<file path="src/rtl/trailing_silence_detector_top_macros.svh">
// Assertion macros shared by the trailing silence detector.
// Define ASSERT_OFF to compile the checks away.
`ifndef TRAILING_SILENCE_DETECTOR_TOP_MACROS_SVH
`define TRAILING_SILENCE_DETECTOR_TOP_MACROS_SVH

`ifndef ASSERT_OFF

// Same-cycle implication, disabled while reset is asserted.
`define TSD_ASSERT_IMP(lbl, clk, rst_n, ante, cons) \
    lbl: assert property (@(posedge clk) disable iff (!(rst_n)) (ante) |-> (cons)) \
        else $error("same-cycle check failed");

// Next-cycle implication, disabled while reset is asserted.
`define TSD_ASSERT_NXT(lbl, clk, rst_n, ante, cons) \
    lbl: assert property (@(posedge clk) disable iff (!(rst_n)) (ante) |=> (cons)) \
        else $error("next-cycle check failed");

`else

`define TSD_ASSERT_IMP(lbl, clk, rst_n, ante, cons)
`define TSD_ASSERT_NXT(lbl, clk, rst_n, ante, cons)

`endif

`endif

</file>
<file path="src/rtl/tsd_pkg.sv">
`default_nettype none

package tsd_pkg;

    localparam int DEF_SAMPLE_WIDTH = 16;
    localparam int DEF_COUNT_WIDTH  = 40;

    localparam int THRESHOLD_WIDTH = 15;
    localparam int REG_WIDTH       = 40;
    localparam int REPORT_WIDTH    = 40;
    localparam int CFG_INDEX_WIDTH = 3;

    localparam logic [THRESHOLD_WIDTH-1:0] RST_NOISE_THRESHOLD = 15'd104;
    localparam logic [REG_WIDTH-1:0]       RST_MIN_SILENCE     = 40'd96000;
    localparam logic [REG_WIDTH-1:0]       RST_MIN_STREAM      = 40'd480000;
    localparam logic [REG_WIDTH-1:0]       RST_MARGIN          = 40'd12000;

    typedef enum logic [CFG_INDEX_WIDTH-1:0] {
        CFG_NOISE_THRESHOLD = 3'd0,
        CFG_MIN_SILENCE     = 3'd1,
        CFG_MIN_STREAM      = 3'd2,
        CFG_MARGIN          = 3'd3
    } t_cfg_index;

    typedef enum logic {
        CMD_SAMPLE = 1'b0,
        CMD_END    = 1'b1
    } t_command;

    typedef struct packed {
        logic [THRESHOLD_WIDTH-1:0] noise_threshold;
        logic [REG_WIDTH-1:0]       min_silence;
        logic [REG_WIDTH-1:0]       min_stream;
        logic [REG_WIDTH-1:0]       margin;
    } t_cfg;

    typedef struct packed {
        logic                    detected;
        logic [REPORT_WIDTH-1:0] quiet_begin;
        logic [REPORT_WIDTH-1:0] silence_length;
        logic [REPORT_WIDTH-1:0] stream_length;
        logic [REPORT_WIDTH-1:0] cut_point;
    } t_report;

endpackage

`default_nettype wire

</file>
<file path="src/rtl/trailing_silence_detector_top.sv">
`default_nettype none
// Trailing silence detector.
//
// Input channel (i_valid / o_stall): one word per channel sample, channels of a
// sample position in a row with i_last_channel set on the last one. A word with
// i_command at end of stream ends the stream; its sample fields are ignored.
// Output channel (o_valid / i_stall): one report word per end-of-stream word,
// none for sample words. A word moves on a rising edge where valid is high and
// stall is low.
// Throughput is one input word per cycle while o_stall is low. Sample words
// are registered with their loudness compared against the threshold, then
// folded into the run state in the next cycle. An end-of-stream word goes from
// the input register to the result register, which drives o_valid. Input stall
// rises only when an end-of-stream word sits in the input register while an
// earlier report is held by a stalled receiver; sample words keep flowing past
// a waiting report. Configuration writes take effect on the next edge; the
// user must make them while the block is idle, which it does not enforce. Reset
// sets register defaults, clears run state, counter and both pipeline registers.
`include "trailing_silence_detector_top_macros.svh"

module trailing_silence_detector_top #(
    parameter int SAMPLE_WIDTH = tsd_pkg::DEF_SAMPLE_WIDTH,
    parameter int COUNT_WIDTH  = tsd_pkg::DEF_COUNT_WIDTH
) (
    input  wire logic                                i_clk,
    input  wire logic                                i_rst_n,
    input  wire logic                                i_cfg_we,
    input  wire logic [tsd_pkg::CFG_INDEX_WIDTH-1:0] i_cfg_index,
    input  wire logic [tsd_pkg::REG_WIDTH-1:0]       i_cfg_data,
    input  wire logic                                i_valid,
    output logic                                     o_stall,
    input  wire logic                                i_command,
    input  wire logic signed [SAMPLE_WIDTH-1:0]      i_sample,
    input  wire logic                                i_last_channel,
    output logic                                     o_valid,
    input  wire logic                                i_stall,
    output logic                                     o_detected,
    output logic [tsd_pkg::REPORT_WIDTH-1:0]         o_quiet_begin,
    output logic [tsd_pkg::REPORT_WIDTH-1:0]         o_silence_length,
    output logic [tsd_pkg::REPORT_WIDTH-1:0]         o_stream_length,
    output logic [tsd_pkg::REPORT_WIDTH-1:0]         o_cut_point
);
    import tsd_pkg::*;

    localparam int MAGW = (SAMPLE_WIDTH > THRESHOLD_WIDTH) ? SAMPLE_WIDTH : THRESHOLD_WIDTH;

    t_cfg    cfg;
    t_report core_report;

    logic                    r_s1_valid;
    logic                    r_s1_cmd;
    logic                    r_s1_loud;
    logic                    r_s1_last;
    logic                    r_out_valid;
    t_report                 r_out;

    logic [SAMPLE_WIDTH-1:0] sample_u;
    logic [SAMPLE_WIDTH-1:0] magnitude;
    logic                    loud;
    logic                    s1_adv;
    logic                    core_step;
    logic                    out_accept;

    tsd_cfg u_cfg (
        .i_clk       (i_clk),
        .i_rst_n     (i_rst_n),
        .i_cfg_we    (i_cfg_we),
        .i_cfg_index (i_cfg_index),
        .i_cfg_data  (i_cfg_data),
        .o_cfg       (cfg)
    );

    // Magnitude as an unsigned value of the sample width, so the most negative
    // sample comes out as a power of two, above every threshold when SAMPLE_WIDTH > THRESHOLD_WIDTH.
    assign sample_u  = i_sample;
    assign magnitude = sample_u[SAMPLE_WIDTH-1] ? (~sample_u + 1'b1) : sample_u;
    assign loud      = MAGW'(magnitude) > MAGW'(cfg.noise_threshold);

    // Sample words never wait; an end-of-stream word waits only for room in
    // the result register.
    assign out_accept = r_out_valid && !i_stall;
    assign s1_adv     = !r_s1_valid || (t_command'(r_s1_cmd) == CMD_SAMPLE) ||
                        !r_out_valid || !i_stall;
    assign o_stall    = !s1_adv;
    assign core_step  = r_s1_valid && s1_adv;

    always_ff @(posedge i_clk) begin
        if (!i_rst_n) begin
            r_s1_valid <= 1'b0;
        end else if (s1_adv) begin
            r_s1_valid <= i_valid;
        end
    end

    always_ff @(posedge i_clk) begin
        if (s1_adv && i_valid) begin
            r_s1_cmd  <= i_command;
            r_s1_loud <= loud;
            r_s1_last <= i_last_channel;
        end
    end

    tsd_core #(
        .COUNT_WIDTH (COUNT_WIDTH)
    ) u_core (
        .i_clk          (i_clk),
        .i_rst_n        (i_rst_n),
        .i_step         (core_step),
        .i_command      (r_s1_cmd),
        .i_loud         (r_s1_loud),
        .i_last_channel (r_s1_last),
        .i_cfg          (cfg),
        .o_report       (core_report)
    );

    // Result register: loaded by an end-of-stream word, held while stalled.
    always_ff @(posedge i_clk) begin
        if (!i_rst_n) begin
            r_out_valid <= 1'b0;
        end else if (core_step && (t_command'(r_s1_cmd) == CMD_END)) begin
            r_out_valid <= 1'b1;
        end else if (out_accept) begin
            r_out_valid <= 1'b0;
        end
    end

    always_ff @(posedge i_clk) begin
        if (core_step && (t_command'(r_s1_cmd) == CMD_END)) begin
            r_out <= core_report;
        end
    end

    assign o_valid          = r_out_valid;
    assign o_detected       = r_out.detected;
    assign o_quiet_begin    = r_out.quiet_begin;
    assign o_silence_length = r_out.silence_length;
    assign o_stream_length  = r_out.stream_length;
    assign o_cut_point      = r_out.cut_point;

    // Back-pressure only arises with both registers occupied.
    `TSD_ASSERT_IMP(a_stall_needs_full, i_clk, i_rst_n, o_stall, r_s1_valid && r_out_valid)
    // An end-of-stream word always lands in the result register.
    `TSD_ASSERT_NXT(a_end_loads_result, i_clk, i_rst_n,
        core_step && (t_command'(r_s1_cmd) == CMD_END), r_out_valid)
    // The report returns the counter to zero for the next stream.
    `TSD_ASSERT_NXT(a_end_clears_count, i_clk, i_rst_n,
        core_step && (t_command'(r_s1_cmd) == CMD_END), core_report.stream_length == '0)

endmodule

`default_nettype wire

</file>
<file path="src/rtl/tsd_cfg.sv">
`default_nettype none

module tsd_cfg (
    input  wire logic                                i_clk,
    input  wire logic                                i_rst_n,
    input  wire logic                                i_cfg_we,
    input  wire logic [tsd_pkg::CFG_INDEX_WIDTH-1:0] i_cfg_index,
    input  wire logic [tsd_pkg::REG_WIDTH-1:0]       i_cfg_data,
    output tsd_pkg::t_cfg                            o_cfg
);
    import tsd_pkg::*;

    t_cfg r_cfg;

    // Writes to an index beyond the register list fall through the default arm.
    always_ff @(posedge i_clk) begin
        if (!i_rst_n) begin
            r_cfg.noise_threshold <= RST_NOISE_THRESHOLD;
            r_cfg.min_silence     <= RST_MIN_SILENCE;
            r_cfg.min_stream      <= RST_MIN_STREAM;
            r_cfg.margin          <= RST_MARGIN;
        end else if (i_cfg_we) begin
            unique case (i_cfg_index)
                CFG_NOISE_THRESHOLD: begin
                    r_cfg.noise_threshold <= i_cfg_data[THRESHOLD_WIDTH-1:0];
                end
                CFG_MIN_SILENCE: begin
                    r_cfg.min_silence <= i_cfg_data;
                end
                CFG_MIN_STREAM: begin
                    r_cfg.min_stream <= i_cfg_data;
                end
                CFG_MARGIN: begin
                    r_cfg.margin <= i_cfg_data;
                end
                default: begin
                end
            endcase
        end
    end

    assign o_cfg = r_cfg;

endmodule

`default_nettype wire

</file>
<file path="src/rtl/tsd_core.sv">
`default_nettype none

module tsd_core #(
    parameter int COUNT_WIDTH = tsd_pkg::DEF_COUNT_WIDTH
) (
    input  wire logic     i_clk,
    input  wire logic     i_rst_n,
    input  wire logic     i_step,
    input  wire logic     i_command,
    input  wire logic     i_loud,
    input  wire logic     i_last_channel,
    input  tsd_pkg::t_cfg i_cfg,
    output tsd_pkg::t_report o_report
);
    import tsd_pkg::*;

    // Compare width covers both the counter and the 40-bit registers.
    localparam int CMPW = (COUNT_WIDTH > REG_WIDTH) ? COUNT_WIDTH : REG_WIDTH;

    logic                   r_loud;
    logic                   r_run_open;
    logic [COUNT_WIDTH-1:0] r_run_start;
    logic [COUNT_WIDTH-1:0] r_count;

    logic                   loud_now;
    logic [COUNT_WIDTH-1:0] run_len;
    logic [CMPW-1:0]        count_x;
    logic [CMPW-1:0]        start_x;
    logic [CMPW-1:0]        len_x;
    logic [CMPW:0]          end_sum;
    logic [CMPW-1:0]        cut_x;
    logic                   detected;

    assign loud_now = r_loud | i_loud;

    always_ff @(posedge i_clk) begin
        if (!i_rst_n) begin
            r_loud      <= 1'b0;
            r_run_open  <= 1'b0;
            r_run_start <= '0;
            r_count     <= '0;
        end else if (i_step) begin
            if (t_command'(i_command) == CMD_END) begin
                r_loud      <= 1'b0;
                r_run_open  <= 1'b0;
                r_run_start <= '0;
                r_count     <= '0;
            end else if (i_last_channel) begin
                if (loud_now) begin
                    r_run_open <= 1'b0;
                end else if (!r_run_open) begin
                    r_run_open  <= 1'b1;
                    r_run_start <= r_count;
                end
                if (r_count != '1) begin
                    r_count <= r_count + 1'b1;
                end
                r_loud <= 1'b0;
            end else begin
                r_loud <= loud_now;
            end
        end
    end

    // The report is formed from the state as it stands before the end word.
    always_comb begin
        run_len  = r_run_open ? (r_count - r_run_start) : '0;
        count_x  = CMPW'(r_count);
        start_x  = CMPW'(r_run_start);
        len_x    = CMPW'(run_len);
        detected = r_run_open && (r_run_start != '0) &&
                   (count_x >= CMPW'(i_cfg.min_stream)) &&
                   (len_x >= CMPW'(i_cfg.min_silence));
        // A carry out of the sum means it lies beyond any count.
        end_sum  = {1'b0, start_x} + {1'b0, CMPW'(i_cfg.margin)};
        cut_x    = (end_sum < {1'b0, count_x}) ? end_sum[CMPW-1:0] : count_x;

        o_report.detected       = detected;
        o_report.quiet_begin    = detected ? start_x[REPORT_WIDTH-1:0] : '0;
        o_report.silence_length = len_x[REPORT_WIDTH-1:0];
        o_report.stream_length  = count_x[REPORT_WIDTH-1:0];
        o_report.cut_point      = detected ? cut_x[REPORT_WIDTH-1:0]
                                           : count_x[REPORT_WIDTH-1:0];
    end

endmodule

`default_nettype wire
</file>
<file path="config.mk">
export PLATFORM = sky130hd
export DESIGN_NAME = trailing_silence_detector_top
export DESIGN_NICKNAME = d
export VERILOG_FILES = /design/src/rtl/tsd_pkg.sv /design/src/rtl/trailing_silence_detector_top.sv /design/src/rtl/tsd_cfg.sv /design/src/rtl/tsd_core.sv
export VERILOG_INCLUDE_DIRS = /design/src /design/src/rtl
export SDC_FILE = /design/constraint.sdc
export NUM_CORES = 1
export LEC_CHECK = 0
export ABC_CLOCK_PERIOD_IN_PS = 11400
export BUFFER_PORTS_ARGS = -buffer_cell sky130_fd_sc_hd__buf_2
export CORE_MARGIN = 2
export CORE_UTILIZATION = 55
export CTS_CLUSTER_DIAMETER = 100
export DETAILED_ROUTE_END_ITERATION = 8
export MAX_ROUTING_LAYER = met4
export PLACE_DENSITY = 0.75
export SYNTH_ARGS = -nofsm -noshare
export SYNTH_HDL_FRONTEND = slang
export SYNTH_SLANG_ARGS = --single-unit
</file>
<file path="constraint.sdc">
create_clock -name i_clk -period 11.4 [get_ports i_clk]
set_clock_uncertainty 0.2 [all_clocks]
set_input_delay 0.57 -clock i_clk [delete_from_list [all_inputs] [get_ports i_clk]]
set_output_delay 0.57 -clock i_clk [all_outputs]
set_load 0.02 [all_outputs]
</file>
==> impl_results.md, run 1 <==
- Outcome: complete, no violations
- Share of the synthesized area in the top cell type: 0.224
- Post-route setup slack: 3.87 ns
- Routed len/inst: 22.2 µm
- Fillers: 3323
- Final setup viols: 0
- Die area: 41600 µm²
- Standard-cell row count: 73
- Core area: 39500 µm²
- WHS Path Cells: 2
- Yosys Warn Count: 0
- TritonCTS Buffers: 42
- Post-DR vias/cell: 6.01
- Slowest cell on the critical path: nor3_1
- ANT nets after route: 0
- Die Y: 204 µm
- Crit path DAT: 7.64 ns
- Sequential-to-total area share from yosys stat: 0.423
- # H-tree levels: 2
- Hold Startpoint: i_valid
- Clock Latency Late Sink: 0.59 ns
- GPL Wtd Cong: 1.01
- Max_slew headroom: 0.0574
- Final nets: 2860
- Clk buf depth: 3
- Area contributors post-synth: edfxtp_1 (22%), dfxtp_1 (20%), ha_1 (12%)
- Top Family by Delay on Critical Path: compound AO/OA/AOI/OAI gates
- Critical path class: reg -> reg
- Mean Syn Cell Area: 9.24 µm²
- First-pass GRT wire length: 106 mm
- R2R Path End: o_cut_point[17]
- R2r worst-path depth: 25
- DIE WIDTH: 204 µm
- N_diodes: 0
- Worst path bufs/invs: 3
- CP startpoint kind: flop
- GRT Resource Usage Total: 0.344
- Leak: 10.4 nW
- Slew at the pin with the worst max-slew slack: 1.38 ns
- Worst R2R Setup Slack: 3.87 ns
- Post-Syn Instances: 2379
- F_max: 0.133 GHz
- Largest net degree at the start of global routing: 122
- End of the worst hold path: r_s1_valid
- Synth cell count leaders: nand2_1 (362), dfxtp_1 (219), ha_1 (215), inv_1 (188), edfxtp_1 (164)
- Number of synthesized flops with an enable pin: 164
- Vias: 18.9k
- Post-DP HPWL: 49.9 mm
- Final Cycle Share: 0.660
- Most common cell in the netlist: nand2_1
- Mapped Nets: 2662
- Most common cell on crit path: o21ai_0
- Clock transition at path regs: 0.07 ns
- I/O Buffers: 228
- Clock sinks: 383
- Final setup TNS: 0 ns
- CP max FO: 39
- # DRC: 0
- Largest area contributor in the netlist: edfxtp_1
- CTS tree: built
- Starting DRT DRC Count: 1750
- Placed Area: 23600 µm²
- Largest stage delay, worst path: 0.70 ns
- Hold crit path type: in -> reg
- Asr flop ratio synth: 0
- Area Overhead vs Synth: 14.2%
- IO Count: 229
- Crit end category: flop
- GRT overflow: 0
- Slew Viols, Final: 0
- Max cap viols: 0
- CP Data Required Time: 11.52 ns
- Share of post-route cells with drive strength above 1: 0.133
- Yosys reg bits: 383
- RSZ-0062 raised after global routing: no
- Initial antenna violation count: 0
- Initial Utilization: 0.556
- Place WS: 4.02 ns
- CTS Root Cell: clkbuf_16
- Mapped cell area: 22000 µm²
- Minimum clock period: 7.53 ns
- Total Wirelength: 69.6 mm
- Peak supply drop: 0.0897 mV
- Finished layout cell area: 25100 µm²
- Power per cell area: 124 nW/µm²
- First drt pass iteration count: 6
- Final Hold Vio Count: 0
- Number of global-route vias before repair: 17.9k
- Dominant synthesized flop cell: dfxtp_1
- Synth unique cells: 78
- Worst r2r src: u_core.count_x[0]
[per-stage QoR]
step	utilization	std cells	power, mW	hold WS [ns]
finish	0.635	3136	3.11	0.0325
global route	0.635	3136	3.19	0.0501
CTS	0.635	3136	3.12	0.00113
detailed placement	0.598	3056	1.69	0.259
global placement	0.597	3055	1.69	0.251
floorplan	-	2379	1.61	0.243
[per-layer routing]
| layer | track usage | part of all wire | up-vias |
|---|---|---|---|
| li1 | - | - | 8801 |
| met1 | 0.471 | 0.43 | 8962 |
| met2 | 0.514 | 0.43 | 916 |
| met3 | 0.0566 | 0.091 | 173 |
| met4 | 0.127 | 0.040 | 0 |
| met5 | - | 0 | - |
[logic make-up (layout without fill, tap and decap cells)]
| logic type | Yosys count | in the layout | share of synthesized area |
|---|---|---|---|
| and+or+nand+nor | 810 | 810 | 0.172 |
| muxes | 44 | 44 | 0.0223 |
| adders and majority gates | 217 | 217 | 0.124 |
| buffers and inverters | 286 | 518 | 0.0491 |
| DFF | 383 | 383 | 0.423 |
| xor gates and xnor gates | 117 | 117 | 0.0466 |
| AOI/OAI and AO/OA | 522 | 522 | 0.163 |
[final cells by class]
class,count,area (µm²),share of cell area
inverter,189,709,0.0283
clock inverter,20,239,0.00952
tap,525,657,0.0262
sequential,383,9310,0.371
clock buffer,58,1210,0.0484
timing repair buffer,251,1320,0.0525
multi-input combinational,1710,11700,0.464
[power breakdown]
part | internal [mW] | switching (mW)
logic | 0.0671 | 0.138
clock network | 0.861 | 0.582
registers | 1.45 | 0.0124
total | 2.38 | 0.733
[worst reg2reg max path, cell delays in order, from the launching register on]
cell      delay [ns]
dfxtp_1         0.49
inv_1           0.15
ha_1            0.25
fa_1            0.39
nor2b_1         0.17
o21a_1          0.18
o21ai_0         0.17
a21oi_1         0.36
a211oi_1        0.15
nor2_1          0.38
a32oi_1         0.32
o21ai_0         0.36
xnor2_1         0.16
nor2_1          0.09
ha_1            0.34
nor2b_1         0.12
o21ai_0         0.09
a21oi_1         0.13
o21ai_0         0.09
a21oi_1         0.42
o221ai_4        0.16
buf_4           0.34
nor3_1          0.71
o211ai_1        0.29
buf_4           0.33
mux2_1          0.44
[how the worst max path moves through the flow]
stage | cells after the start | slack (ns) | start | end
2_1_floorplan | 5 | 1.37 | i_stall | u_core.r_run_start[39]
3_3_place_gp | 25 | 4.05 | u_core.count_x[0] | o_cut_point[13]
3_5_place_dp | 25 | 4.02 | u_core.count_x[0] | o_cut_point[20]
4_1_cts | 25 | 3.97 | u_core.count_x[0] | o_cut_point[18]
5_1_grt | 24 | 3.51 | u_core.count_x[0] | o_cut_point[12]
6_report | 25 | 3.87 | u_core.count_x[0] | o_cut_point[17]
[registers in the layout, indices dropped and copies added (netlist names), 40 cells and up]
signal              flops
o_quiet_begin          40
o_stream_length        40
o_cut_point            40
u_cfg.o_cfg           135
u_core.count_x         40
o_silence_length       40
u_core.r_run_start     40
[placed cells by master, fill, tap and decap left out, types with 4 or more instances in the layout]
master / n
nand2_1: 361
buf_2: 228
dfxtp_1: 219
ha_1: 215
inv_1: 188
edfxtp_1: 164
a21boi_0: 152
nor2_1: 123
a21oi_1: 103
xnor2_1: 93
nand3_1: 90
o21ai_0: 70
a21o_1: 68
nor4_1: 54
clkbuf_16: 45
nand4_1: 41
mux2_1: 38
o211ai_1: 28
nor2b_1: 26
nor3_1: 26
nand2b_1: 24
xor2_1: 24
buf_4: 21
o21a_1: 18
a211oi_1: 17
and3_1: 15
and2_1: 9
clkbuf_1: 9
or3_1: 8
clkinv_2: 8
o21bai_1: 7
a31oi_1: 7
nor3b_1: 6
and4_1: 5
o31ai_1: 5
mux2i_1: 5
bufinv_16: 5
a2111oi_0: 4
clkbuf_8: 4
[what timing repair did]
action                    4_1_cts  5_1_grt
hold buffers                    2        0
resized for setup               0        0
hold endpoints to repair        2        0
setup buffers                   0        0
(Power assumes the default switching activity.)
==> inputs of run 2 (changes only) <==
--- a/config.mk
+++ b/config.mk
@@ -6,14 +6,14 @@
 export SDC_FILE = /design/constraint.sdc
 export NUM_CORES = 1
 export LEC_CHECK = 0
-export ABC_CLOCK_PERIOD_IN_PS = 11400
+export ABC_CLOCK_PERIOD_IN_PS = 6150
 export BUFFER_PORTS_ARGS = -buffer_cell sky130_fd_sc_hd__buf_2
 export CORE_MARGIN = 2
-export CORE_UTILIZATION = 55
+export CORE_UTILIZATION = 54
 export CTS_CLUSTER_DIAMETER = 100
 export DETAILED_ROUTE_END_ITERATION = 8
 export MAX_ROUTING_LAYER = met4
-export PLACE_DENSITY = 0.75
+export PLACE_DENSITY = 0.77
 export SYNTH_ARGS = -nofsm -noshare
 export SYNTH_HDL_FRONTEND = slang
 export SYNTH_SLANG_ARGS = --single-unit
==> constraint.sdc (replaced) <==
create_clock -name i_clk -period 6.15 [get_ports i_clk]
set_clock_uncertainty 0.2 [all_clocks]
set_input_delay 0.3075 -clock i_clk [delete_from_list [all_inputs] [get_ports i_clk]]
set_output_delay 0.3075 -clock i_clk [all_outputs]
set_load 0.02 [all_outputs]
==> run 2 against run 1 <==
Global-route usage is 0.57 points higher. Via count is 1.5% higher. Critical path depth shrank 5. Register-to-register slack got worse by 3.7 ns. Clock power up 91%. Sequential power is 86% higher.
==> impl_results.md, run 2 (synthesized netlist as in run 1, its figures left out) <==
- Hold crit path type: in -> reg (unchanged)
- Max reg flops: 135 (unchanged)
- Peak supply drop: 0.144 mV (was 0.0897 mV)
- CP max FO: 28 (was 39)
- Standard-cell row count: 73 (unchanged)
- Final nets: 2937 (was 2860)
- R2R Path End: o_cut_point[19] (was o_cut_point[17])
- Clk buf depth: 3 (unchanged)
- CP startpoint kind: flop (unchanged)
- CTS Root Cell: clkbuf_16 (unchanged)
- Clock sinks: 383 (unchanged)
- Slew Viols, Final: 0 (unchanged)
- Die area: 42300 µm² (was 41600 µm²)
- GRT Resource Usage Total: 0.350 (was 0.344)
- DIE WIDTH: 206 µm (was 204 µm)
- Routed len/inst: 22.3 µm (was 22.2 µm)
- Post-CTS setup buffers: 0 (unchanged)
- Minimum clock period: 5.96 ns (was 7.53 ns)
- Final Hold Vio Count: 0 (unchanged)
- ANT nets after route: 0 (unchanged)
- Share of post-route cells with drive strength above 1: 0.150 (was 0.133)
- Leak: 10.8 nW (was 10.4 nW)
- Non-filler cells, final: 3212 (was 3136)
- Place WS: 0.0306 ns (was 4.02 ns)
- CP Data Required Time: 6.27 ns (was 11.52 ns)
- Commonest non-fill, non-tap cell in the layout: nand2_1 (unchanged)
- First-pass GRT wire length: 108 mm (was 106 mm)
- Final core occ: 0.651 (was 0.635)
- F_max: 0.168 GHz (was 0.133 GHz)
- Hold Startpoint: i_rst_n (was i_valid)
- Post-route setup slack: 0.186 ns (was 3.87 ns)
- Crit end category: flop (unchanged)
- Initial Utilization: 0.551 (was 0.556)
- Power per cell area: 226 nW/µm² (was 124 nW/µm²)
- Worst R2R Setup Slack: 0.19 ns (was 3.87 ns)
- # DRC: 0 (unchanged)
- TritonCTS Buffers: 42 (unchanged)
- Die Y: 206 µm (was 204 µm)
- Starting DRT DRC Count: 1823 (was 1750)
- Clock Latency Late Sink: 0.59 ns (about the same)
- Slowest cell on the critical path: or4b_4 (was nor3_1)
- Max cap viols: 0 (unchanged)
- First drt pass iteration count: 8 (was 6)
- GRT overflow: 0 (unchanged)
- Crit path launch: u_core.r_run_start[8] (was u_core.count_x[0])
- Critical path class: reg -> reg (unchanged)
- Multi-input gate area: 11800 µm² (was 11700 µm²)
- Fillers: 3342 (was 3323)
- Initial antenna violation count: 0 (unchanged)
- Worst r2r src: u_core.r_run_start[8] (was u_core.count_x[0])
- Largest stage delay, worst path: 0.54 ns (was 0.70 ns)
- # H-tree levels: 2 (unchanged)
- Vias: 19.1k (was 18.9k)
- Final setup viols: 0 (unchanged)
- Outcome: complete, no violations (unchanged)
- Cell chain of the critical path: ha_1 -> and3_1 -> a221oi_4 -> o31ai_4 -> a41oi_4 -> o21ai_2 -> or4b_4 -> a31o_1 -> a21oi_2 -> xnor2_1 -> ha_1 -> nand2_1 -> or3_1 -> nor3_2 -> nand3_1 -> a211oi_2 -> nor3_2 -> o211ai_1 -> buf_12 -> mux2_1
- WHS Path Cells: 3 (was 2)
- Post-DR vias/cell: 5.96 (was 6.01)
- Total Wirelength: 71.6 mm (was 69.6 mm)
- Number of global-route vias before repair: 18.3k (was 17.9k)
- Max_slew headroom: 0.179 (was 0.0574)
- Clock transition at path regs: 0.06 ns (was 0.07 ns)
- Slew at the pin with the worst max-slew slack: 1.23 ns (was 1.38 ns)
- Placed insts: 3091 (was 3056)
- CTS tree: built (unchanged)
- GPL Wtd Cong: 0.996 (was 1.01)
- Largest net degree at the start of global routing: 163 (was 122)
- IO Count: 229 (unchanged)
- Storage cell area: 9310 µm² (unchanged)
- Final Cycle Share: 0.970 (was 0.660)
- Commonest cells after routing, fill and taps aside: nand2_1 (361), buf_2 (227), dfxtp_1 (219), ha_1 (215), inv_1 (187) (was nand2_1 (361), buf_2 (228), dfxtp_1 (219), ha_1 (215), inv_1 (188))
- Hold WS: 0.102 ns (was 0.0325 ns)
- N_diodes: 0 (unchanged)
- Area Overhead vs Synth: 18.2% (was 14.2%)
- Crit path DAT: 6.09 ns (was 7.64 ns)
- Core area: 39900 µm² (was 39500 µm²)
- R2r worst-path depth: 20 (was 25)
- I/O Buffers: 228 (unchanged)
- End of the worst hold path: u_core.r_loud (was r_s1_valid)
- Post-DP HPWL: 51.6 mm (was 49.9 mm)
## run 2: cell count changes in the layout (fill, tap and decap cells not counted), sizes merged
cell,before,now
bufinv,5,7
clkbuf,58,49
inv,189,192
clkinvlp,2,7
clkinv,13,11
buf,249,284
dlygate4sd3,2,44
## run 2: timing repair
item,in CTS,in global routing
endpoints found under the setup margin,0,40
hold endpoints to repair,142,0
resized for setup,0,25
hold buffers,44,0
## run 2: report_power, final
part / switching, mW / internal, mW
combinational: 0.268 / 0.147
sequential: 0.0226 / 2.69
clock: 1.10 / 1.64
## run 2: cell type report
| cell class | count | area share |
|---|---|---|
| clock buffer | 49 | 0.0442 |
| clock inverter | 28 | 0.0135 |
| tap | 525 | 0.0253 |
| multi-input combinational | 1710 | 0.453 |
| sequential | 383 | 0.358 |
| timing repair buffer | 328 | 0.0782 |
| inverter | 189 | 0.0273 |
## run 2: worst max path at each step
stage	to	slack, ns	cells after the start
after CTS	o_cut_point[2]	0.001	22
final	o_cut_point[19]	0.19	20
after global routing	o_cut_point[19]	-0.003	23
after floorplan	o_cut_point[38]	1.06	24
after global placement	o_cut_point[6]	0.12	22
after detailed placement	o_cut_point[4]	0.03	22
## run 2: per-stage QoR
| stage | total power [mW] | TNS, ns | instance area [µm²] |
|---|---|---|---|
| after floorplan | 2.98 | 0 | 22000 |
| after global placement | 3.13 | 0 | 23900 |
| after detailed placement | 3.14 | 0 | 23900 |
| after CTS | 5.88 | 0 | 25900 |
| after global routing | 6.02 | -0.00312 | 26000 |
| final | 5.87 | 0 | 26000 |
## run 2: routing by layer
metal,track usage,vias to the layer above,part of all wire
li1,-,8935,-
met1,0.477,9168,0.43
met2,0.533,877,0.45
met3,0.0516,164,0.087
met4,0.119,0,0.032
met5,-,-,0
## run 2: critical path: cells and delay by family, from the launching register on
| family | cells | cell delay, ns |
|---|---|---|
| compound gates | 8 | 1.79 |
| buf+inv | 1 | 0.25 |
| xor+xnor | 1 | 0.11 |
| simple gates | 7 | 1.83 |
| flops | 1 | 0.42 |
| mux | 1 | 0.35 |
| fa+ha+maj | 2 | 0.69 |
